**config.mk**
```make
export PLATFORM = sky130hd
export DESIGN_NAME = disparity_to_depth_pixel
export DESIGN_NICKNAME = d
export VERILOG_FILES = /design/src/hdl/ddp_pkg.sv /design/src/hdl/ddp_cfg.sv /design/src/hdl/ddp_div_stage.sv /design/src/hdl/disparity_to_depth_pixel.sv
export SDC_FILE = /design/constraint.sdc
export NUM_CORES = 2
export LEC_CHECK = 0
export BUFFER_PORTS_ARGS = -buffer_cell sky130_fd_sc_hd__buf_4
export CELL_PAD_IN_SITES_DETAIL_PLACEMENT = 1
export CELL_PAD_IN_SITES_GLOBAL_PLACEMENT = 2
export CORE_MARGIN = 5
export CORE_UTILIZATION = 40
export CTS_CLUSTER_DIAMETER = 80
export DETAILED_ROUTE_END_ITERATION = 8
export PLACE_DENSITY = 0.9
export SYNTH_ARGS = -nofsm -noshare
export SYNTH_HDL_FRONTEND = slang
export SYNTH_HIERARCHICAL = 1
export SYNTH_SLANG_ARGS = --single-unit
```
**constraint.sdc**
```tcl
create_clock -name clk -period 10.75 [get_ports clk]
set_input_delay 1.075 -clock clk [delete_from_list [all_inputs] [get_ports clk]]
set_output_delay 1.075 -clock clk [all_outputs]
set_load 0.01 [all_outputs]
```
**src/hdl/ddp_pkg.sv**
```systemverilog
// Shared types, widths, register codes and reset values for the disparity-to-depth pipeline.
package ddp_pkg;

    localparam int DISP_W             = 16;
    localparam int FB_W               = 32;
    localparam int DEPTH_W            = 24;
    localparam int MM_W               = 16;
    localparam int FRAC_BITS          = 8;
    localparam int CFG_IDX_W          = 3;
    localparam int CFG_DATA_W         = 32;
    localparam int DIV_BITS_PER_STAGE = 4;

    localparam logic [CFG_IDX_W-1:0] REG_FOCAL_BASELINE = 3'd0;
    localparam logic [CFG_IDX_W-1:0] REG_DISP_LO        = 3'd1;
    localparam logic [CFG_IDX_W-1:0] REG_DISP_HI        = 3'd2;
    localparam logic [CFG_IDX_W-1:0] REG_DEPTH_MIN      = 3'd3;
    localparam logic [CFG_IDX_W-1:0] REG_DEPTH_MAX      = 3'd4;

    localparam logic [FB_W-1:0]   RST_FOCAL_BASELINE = 32'd12800000;
    localparam logic [DISP_W-1:0] RST_DISP_LO        = 16'd0;
    localparam logic [DISP_W-1:0] RST_DISP_HI        = 16'd16384;
    localparam logic [MM_W-1:0]   RST_DEPTH_MIN      = 16'd1500;
    localparam logic [MM_W-1:0]   RST_DEPTH_MAX      = 16'd15000;

    typedef struct packed {
        logic [DISP_W-1:0] disparity;
        logic              end_of_line;
    } disp_in_t;

    typedef struct packed {
        logic [DEPTH_W-1:0] depth_fine;
        logic [MM_W-1:0]    depth_mm;
        logic               in_range;
        logic               end_of_line_out;
    } depth_out_t;

    typedef struct packed {
        logic [FB_W-1:0]   focal_baseline_mm;
        logic [DISP_W-1:0] disp_lo;
        logic [DISP_W-1:0] disp_hi;
        logic [MM_W-1:0]   depth_min_mm;
        logic [MM_W-1:0]   depth_max_mm;
    } cfg_t;

    // One item in flight through the divider stages.
    typedef struct packed {
        logic [DISP_W-1:0]  rem;
        logic [DEPTH_W-1:0] pending;
        logic [DEPTH_W-1:0] quot;
        logic [DISP_W-1:0]  divisor;
        logic               ovf;
        logic               in_range;
        logic               eol;
    } div_t;

endpackage

```
**src/hdl/ddp_cfg.sv**
```systemverilog
// Configuration register file for the disparity-to-depth pipeline.
module ddp_cfg (
    input  logic                             clk,
    input  logic                             rst_n,
    input  logic                             cfg_valid,
    output logic                             cfg_ready,
    input  logic [ddp_pkg::CFG_IDX_W-1:0]    cfg_index,
    input  logic [ddp_pkg::CFG_DATA_W-1:0]   cfg_data,
    output ddp_pkg::cfg_t                    cfg
);
    import ddp_pkg::*;

    cfg_t cfg_reg;

    assign cfg_ready = 1'b1;
    assign cfg       = cfg_reg;

    always_ff @(posedge clk or negedge rst_n)
    begin
        if (!rst_n)
        begin
            cfg_reg.focal_baseline_mm <= RST_FOCAL_BASELINE;
            cfg_reg.disp_lo           <= RST_DISP_LO;
            cfg_reg.disp_hi           <= RST_DISP_HI;
            cfg_reg.depth_min_mm      <= RST_DEPTH_MIN;
            cfg_reg.depth_max_mm      <= RST_DEPTH_MAX;
        end
        else if (cfg_valid && cfg_ready)
        begin
            case (cfg_index)
                REG_FOCAL_BASELINE: cfg_reg.focal_baseline_mm <= cfg_data;
                REG_DISP_LO:        cfg_reg.disp_lo           <= cfg_data[DISP_W-1:0];
                REG_DISP_HI:        cfg_reg.disp_hi           <= cfg_data[DISP_W-1:0];
                REG_DEPTH_MIN:      cfg_reg.depth_min_mm      <= cfg_data[MM_W-1:0];
                REG_DEPTH_MAX:      cfg_reg.depth_max_mm      <= cfg_data[MM_W-1:0];
                default:            cfg_reg <= cfg_reg;
            endcase
        end
    end

endmodule

```
**src/hdl/ddp_div_stage.sv**
```systemverilog
// One pipelined stage of the restoring divider, producing BITS quotient bits per item.
module ddp_div_stage #(
    parameter int BITS = ddp_pkg::DIV_BITS_PER_STAGE
) (
    input  logic          clk,
    input  logic          rst_n,
    input  logic          in_valid,
    output logic          in_stall,
    input  ddp_pkg::div_t in_item,
    output logic          out_valid,
    input  logic          out_stall,
    output ddp_pkg::div_t out_item
);
    import ddp_pkg::*;

    logic valid_reg;
    logic valid_next;
    div_t item_reg;
    div_t item_next;
    logic advance;

    // Unless the item overflowed, the partial remainder stays below the divisor, so each trial difference fits 16 bits.
    always_comb
    begin
        logic [DISP_W:0] trial;
        item_next = in_item;
        for (int i = 0; i < BITS; i++)
        begin
            trial = {item_next.rem, item_next.pending[DEPTH_W-1]};
            item_next.pending = {item_next.pending[DEPTH_W-2:0], 1'b0};
            if (trial >= {1'b0, item_next.divisor})
            begin
                item_next.rem  = DISP_W'(trial - {1'b0, item_next.divisor});
                item_next.quot = {item_next.quot[DEPTH_W-2:0], 1'b1};
            end
            else
            begin
                item_next.rem  = trial[DISP_W-1:0];
                item_next.quot = {item_next.quot[DEPTH_W-2:0], 1'b0};
            end
        end
    end

    assign advance    = !valid_reg || !out_stall;
    assign in_stall   = !advance;
    assign valid_next = advance ? in_valid : valid_reg;

    always_ff @(posedge clk or negedge rst_n)
    begin
        if (!rst_n)
        begin
            valid_reg <= 1'b0;
        end
        else
        begin
            valid_reg <= valid_next;
        end
    end

    always_ff @(posedge clk)
    begin
        if (advance && in_valid)
        begin
            item_reg <= item_next;
        end
    end

    assign out_valid = valid_reg;
    assign out_item  = item_reg;

endmodule

```
**src/hdl/disparity_to_depth_pixel.sv**
```systemverilog
// Pipeline: an entry register, the divider stages and an output register, in that order.
// Throughput: one item per cycle; the restoring divider retires BITS_PER_STAGE
// quotient bits per pipeline stage, and a stall only holds stages that are full.
// Reset: rst_n is asynchronous and active low; it empties the pipeline and loads
// the configuration registers with their default values.
module disparity_to_depth_pixel #(
    parameter int BITS_PER_STAGE = ddp_pkg::DIV_BITS_PER_STAGE
) (
    input  logic                           clk,
    input  logic                           rst_n,
    input  logic                           cfg_valid,
    output logic                           cfg_ready,
    input  logic [ddp_pkg::CFG_IDX_W-1:0]  cfg_index,
    input  logic [ddp_pkg::CFG_DATA_W-1:0] cfg_data,
    input  logic                           disp_valid,
    output logic                           disp_stall,
    input  ddp_pkg::disp_in_t              disp_item,
    output logic                           depth_valid,
    input  logic                           depth_stall,
    output ddp_pkg::depth_out_t            depth_item
);
    import ddp_pkg::*;

    localparam int NUM_DIV_STAGES = DEPTH_W / BITS_PER_STAGE;

    cfg_t       cfg;
    logic       div_valid [0:NUM_DIV_STAGES];
    logic       div_stall [0:NUM_DIV_STAGES];
    div_t       div_item  [0:NUM_DIV_STAGES];

    logic       s0_valid_reg;
    logic       s0_valid_next;
    div_t       s0_item_reg;
    div_t       s0_item_next;
    logic       s0_advance;

    logic       out_valid_reg;
    logic       out_valid_next;
    depth_out_t out_item_reg;
    depth_out_t out_item_next;
    logic       out_advance;

    ddp_cfg u_cfg (
        .clk       (clk),
        .rst_n     (rst_n),
        .cfg_valid (cfg_valid),
        .cfg_ready (cfg_ready),
        .cfg_index (cfg_index),
        .cfg_data  (cfg_data),
        .cfg       (cfg)
    );

    // Entry stage: range check, overflow test and divider setup.
    // The quotient needs more than 24 bits exactly when the upper half of the
    // focal-baseline word is not below the divisor; such a depth clamps to the maximum.
    always_comb
    begin
        s0_item_next.in_range = (disp_item.disparity > cfg.disp_lo) &&
                                (disp_item.disparity < cfg.disp_hi);
        s0_item_next.ovf      = cfg.focal_baseline_mm[FB_W-1:DISP_W] >= disp_item.disparity;
        s0_item_next.rem      = cfg.focal_baseline_mm[FB_W-1:DISP_W];
        s0_item_next.pending  = {cfg.focal_baseline_mm[DISP_W-1:0], {FRAC_BITS{1'b0}}};
        s0_item_next.quot     = '0;
        s0_item_next.divisor  = disp_item.disparity;
        s0_item_next.eol      = disp_item.end_of_line;
    end

    assign s0_advance    = !s0_valid_reg || !div_stall[0];
    assign disp_stall    = !s0_advance;
    assign s0_valid_next = s0_advance ? disp_valid : s0_valid_reg;

    always_ff @(posedge clk or negedge rst_n)
    begin
        if (!rst_n)
        begin
            s0_valid_reg <= 1'b0;
        end
        else
        begin
            s0_valid_reg <= s0_valid_next;
        end
    end

    always_ff @(posedge clk)
    begin
        if (s0_advance && disp_valid)
        begin
            s0_item_reg <= s0_item_next;
        end
    end

    assign div_valid[0] = s0_valid_reg;
    assign div_item[0]  = s0_item_reg;

    for (genvar k = 0; k < NUM_DIV_STAGES; k++)
    begin : g_div
        ddp_div_stage #(
            .BITS (BITS_PER_STAGE)
        ) u_stage (
            .clk       (clk),
            .rst_n     (rst_n),
            .in_valid  (div_valid[k]),
            .in_stall  (div_stall[k]),
            .in_item   (div_item[k]),
            .out_valid (div_valid[k+1]),
            .out_stall (div_stall[k+1]),
            .out_item  (div_item[k+1])
        );
    end

    // Output stage: the maximum is tested first, so an inverted clamp window favors the maximum.
    // An overflowed quotient is above every maximum and never reaches the minimum test.
    always_comb
    begin
        logic [DEPTH_W-1:0] max_fine;
        logic [DEPTH_W-1:0] min_fine;
        logic [DEPTH_W-1:0] depth;
        max_fine = {cfg.depth_max_mm, {FRAC_BITS{1'b0}}};
        min_fine = {cfg.depth_min_mm, {FRAC_BITS{1'b0}}};
        if (!div_item[NUM_DIV_STAGES].in_range)
        begin
            depth = max_fine;
        end
        else if (div_item[NUM_DIV_STAGES].ovf || div_item[NUM_DIV_STAGES].quot > max_fine)
        begin
            depth = max_fine;
        end
        else if (div_item[NUM_DIV_STAGES].quot < min_fine)
        begin
            depth = min_fine;
        end
        else
        begin
            depth = div_item[NUM_DIV_STAGES].quot;
        end
        out_item_next.depth_fine      = depth;
        out_item_next.depth_mm        = depth[DEPTH_W-1:FRAC_BITS];
        out_item_next.in_range        = div_item[NUM_DIV_STAGES].in_range;
        out_item_next.end_of_line_out = div_item[NUM_DIV_STAGES].eol;
    end

    assign out_advance               = !out_valid_reg || !depth_stall;
    assign div_stall[NUM_DIV_STAGES] = !out_advance;
    assign out_valid_next            = out_advance ? div_valid[NUM_DIV_STAGES] : out_valid_reg;

    always_ff @(posedge clk or negedge rst_n)
    begin
        if (!rst_n)
        begin
            out_valid_reg <= 1'b0;
        end
        else
        begin
            out_valid_reg <= out_valid_next;
        end
    end

    always_ff @(posedge clk)
    begin
        if (out_advance && div_valid[NUM_DIV_STAGES])
        begin
            out_item_reg <= out_item_next;
        end
    end

    assign depth_valid = out_valid_reg;
    assign depth_item  = out_item_reg;

endmodule

```
==> metrics.csv <==
stage,metric,value,unit
cts,CTS tree,built,
final_layout,fin nets,4913,
worst_setup_path,Worst Path Required,11.14,ns
final_layout,P&R area growth vs syn,11.37,%
floorplanning,die width,331.7,um
timing,crit share post-route,97.95,%
grt,first-pass GRT wire length,209000,um
worst_setup_path,reg2reg end,g_div[2].u_stage/out_item[69],
worst_setup_path,Critical R2R Launch,g_div[1].u_stage/out_item[4],
cts,clk root buf,clkbuf_16,
cts,H-tree depth,2,
worst_setup_path,critical path launch point,g_div[1].u_stage/out_item[4],
drt,drt pass-1 iters,5,
cts,CTS sink cnt,503,
worst_setup_path,worst-path fanout max,17,
worst_setup_path,"slowest stage cell, crit path",edfxtp_1,
cts,clk_lat worst skew,0.64,ns
status,status,"complete, no violations",
floorplanning,IO Count,102,
floorplanning,chip height,331.7,um
drt,DRC viols,0,
worst_setup_path,R2R cell count,38,
floorplanning,area of the die,0.1100,mm2
final_layout,share of post-route cells with drive strength above 1,13.44,%
synthesis,cell count after synthesis,4207,
worst_setup_path,Startpoint Class,register,
timing,"Setup violations, final",0,
timing,Slew HR,12.64,%
synthesis,Synth warnings,6,
drt,Final ANT Viol Nets,0,
worst_setup_path,"slowest stage delay, CP",0.46,ns
timing,max-slew violation count,0,
cts,CTS Buf Count,56,
placement,RD Place Congestion,0.9167,
final_layout,Largest register FFs,322,
floorplanning,Rows,118,
worst_hold_path,Min-Delay Path Class,input port to asynchronous set/reset pin,
timing,TNS Setup,0,ns
drt,Total Wirelength,136900,um
cts,"CTS clk-pin slew, worst paths",0.07,ns
synthesis,"Avg Cell Area, Syn",9.842,um2
grt,gr ovfl total,0,
drt,Vias,34180,
timing,Final Hold Viols,0,
worst_setup_path,Crit Path Category,register to register,
grt,pin count of the biggest net entering global routing,79,
job,MaxCap Viol Count,0,
worst_setup_path,Worst R2R Setup Slack,0.22,ns
floorplanning,initial core utilization,40.12,%
placement,IO Port Bufs,100,
drt,WL per Instance,23.58,um
worst_setup_path,WP data arrival,10.92,ns
timing,Final Critical Period,10.53,ns
worst_setup_path,CP endpoint kind,register,
drt,DR vias/cell,5.888,
grt,total track usage,23.71,%
timing,f_max,0.09497,GHz
drt,DR iter-0 viols,2356,
worst_setup_path,Setup crit end,g_div[2].u_stage/out_item[69],
placement,detailed placer's ending HPWL,107300,um
timing,clock skew,0.04460,ns
floorplanning,Core Footprint,0.1032,mm2
grt,vias in the first global route,35655,
cts,Clock Path Buffers,3,
timing,worst slew pin tran,1.305,ns
synthesis,Post-Syn Area,0.04141,mm2
grt,initial antenna violation count,10,
-- cells in the final DEF, fill, tap and decap left out, drive strengths merged, types with 34 or more instances in the layout --
| cell type | instances |
|---|---|
| xor2 | 95 |
| mux2 | 185 |
| o211ai | 38 |
| a31oi | 34 |
| nor2b | 72 |
| buf | 197 |
| nand4 | 85 |
| ha | 462 |
| nand3 | 62 |
| nand2 | 228 |
| and2 | 38 |
| inv | 374 |
| edfxtp | 399 |
| xnor2 | 171 |
| dfrtp | 83 |
| o21a | 78 |
| o21ai | 217 |
| mux2i | 76 |
| a221o | 47 |
| nor2 | 328 |
| a21o | 118 |
| a21oi | 341 |
| a211oi | 44 |
| nor3 | 83 |
| clkbuf | 74 |
-- critical path, delay by kind of cell (launching register included) --
family	cells	cell delay, ns
AO/OA/AOI/OAI	20	5.33
adder cells (fa/ha/maj)	4	1.27
buffers and inverters	4	0.92
flip-flops	1	0.46
multiplexers	3	1.22
AND/OR/NAND/NOR	7	1.10
-- layout make-up --
cell class	count	area (um2)
Timing Repair Buffer	197	1491
Fill cell	11640	57090
Sequential cell	503	14610
Tap cell	1380	1727
Antenna cell	6	15.01
Inverter	373	1421
Clock buffer	74	1560
Multi-Input combinational cell	3240	24970
Clock inverter	32	322.8
-- layer usage --
metal / vias to the layer above / wire length (um) / track usage (%)
li1: 15931 / - / -
met1: 17072 / 58550 / 30.42
met2: 904 / 66460 / 41.66
met3: 273 / 6574 / 2.789
met4: 0 / 5288 / 7.877
met5: - / 0 / 0
-- timing repair --
action                                  CTS  global route
resized for setup                         4            43
endpoints found under the setup margin   12            81
buffers inserted                          0            12
pin swaps                                 0             3
hold buffers                              0             0
-- how the worst min path moves through the flow --
stage | from | end | slack, ns | cells past startpoint
final | rst_n | u_cfg/cfg[92] | 0.36 | 1
after global routing | rst_n | u_cfg/cfg[95] | 0.38 | 1
after CTS | rst_n | u_cfg/cfg[93] | 0.35 | 1
after detailed placement | g_div[4].u_stage/out_item[2] | g_div[5].u_stage/out_item[2] | 0.41 | 0
after global placement | g_div[3].u_stage/out_item[2] | g_div[4].u_stage/out_item[2] | 0.40 | 0
after floorplan | g_div[5].u_stage/out_item[0] | depth_item[0] | 0.40 | 0
-- per-stage QoR --
stage               worst slack, ns  hold WS [ns]  utilization [%]  instances  area, um2
finish                       0.2201        0.3641            44.68       5805      46110
CTS                         0.06519        0.3467            44.47       5787      45890
detailed placement          -0.1738        0.4057            42.63       5681      44000
floorplan                    0.5030        0.4003                -       4214      41430
global route                -0.1043        0.3765            44.67       5799      46100
global placement           -0.03807        0.4005            42.63       5681      44000
Power is left out: the tool's default activity adds up to more than one toggle a clock period on the data nets, which glitch-free logic cannot reach.
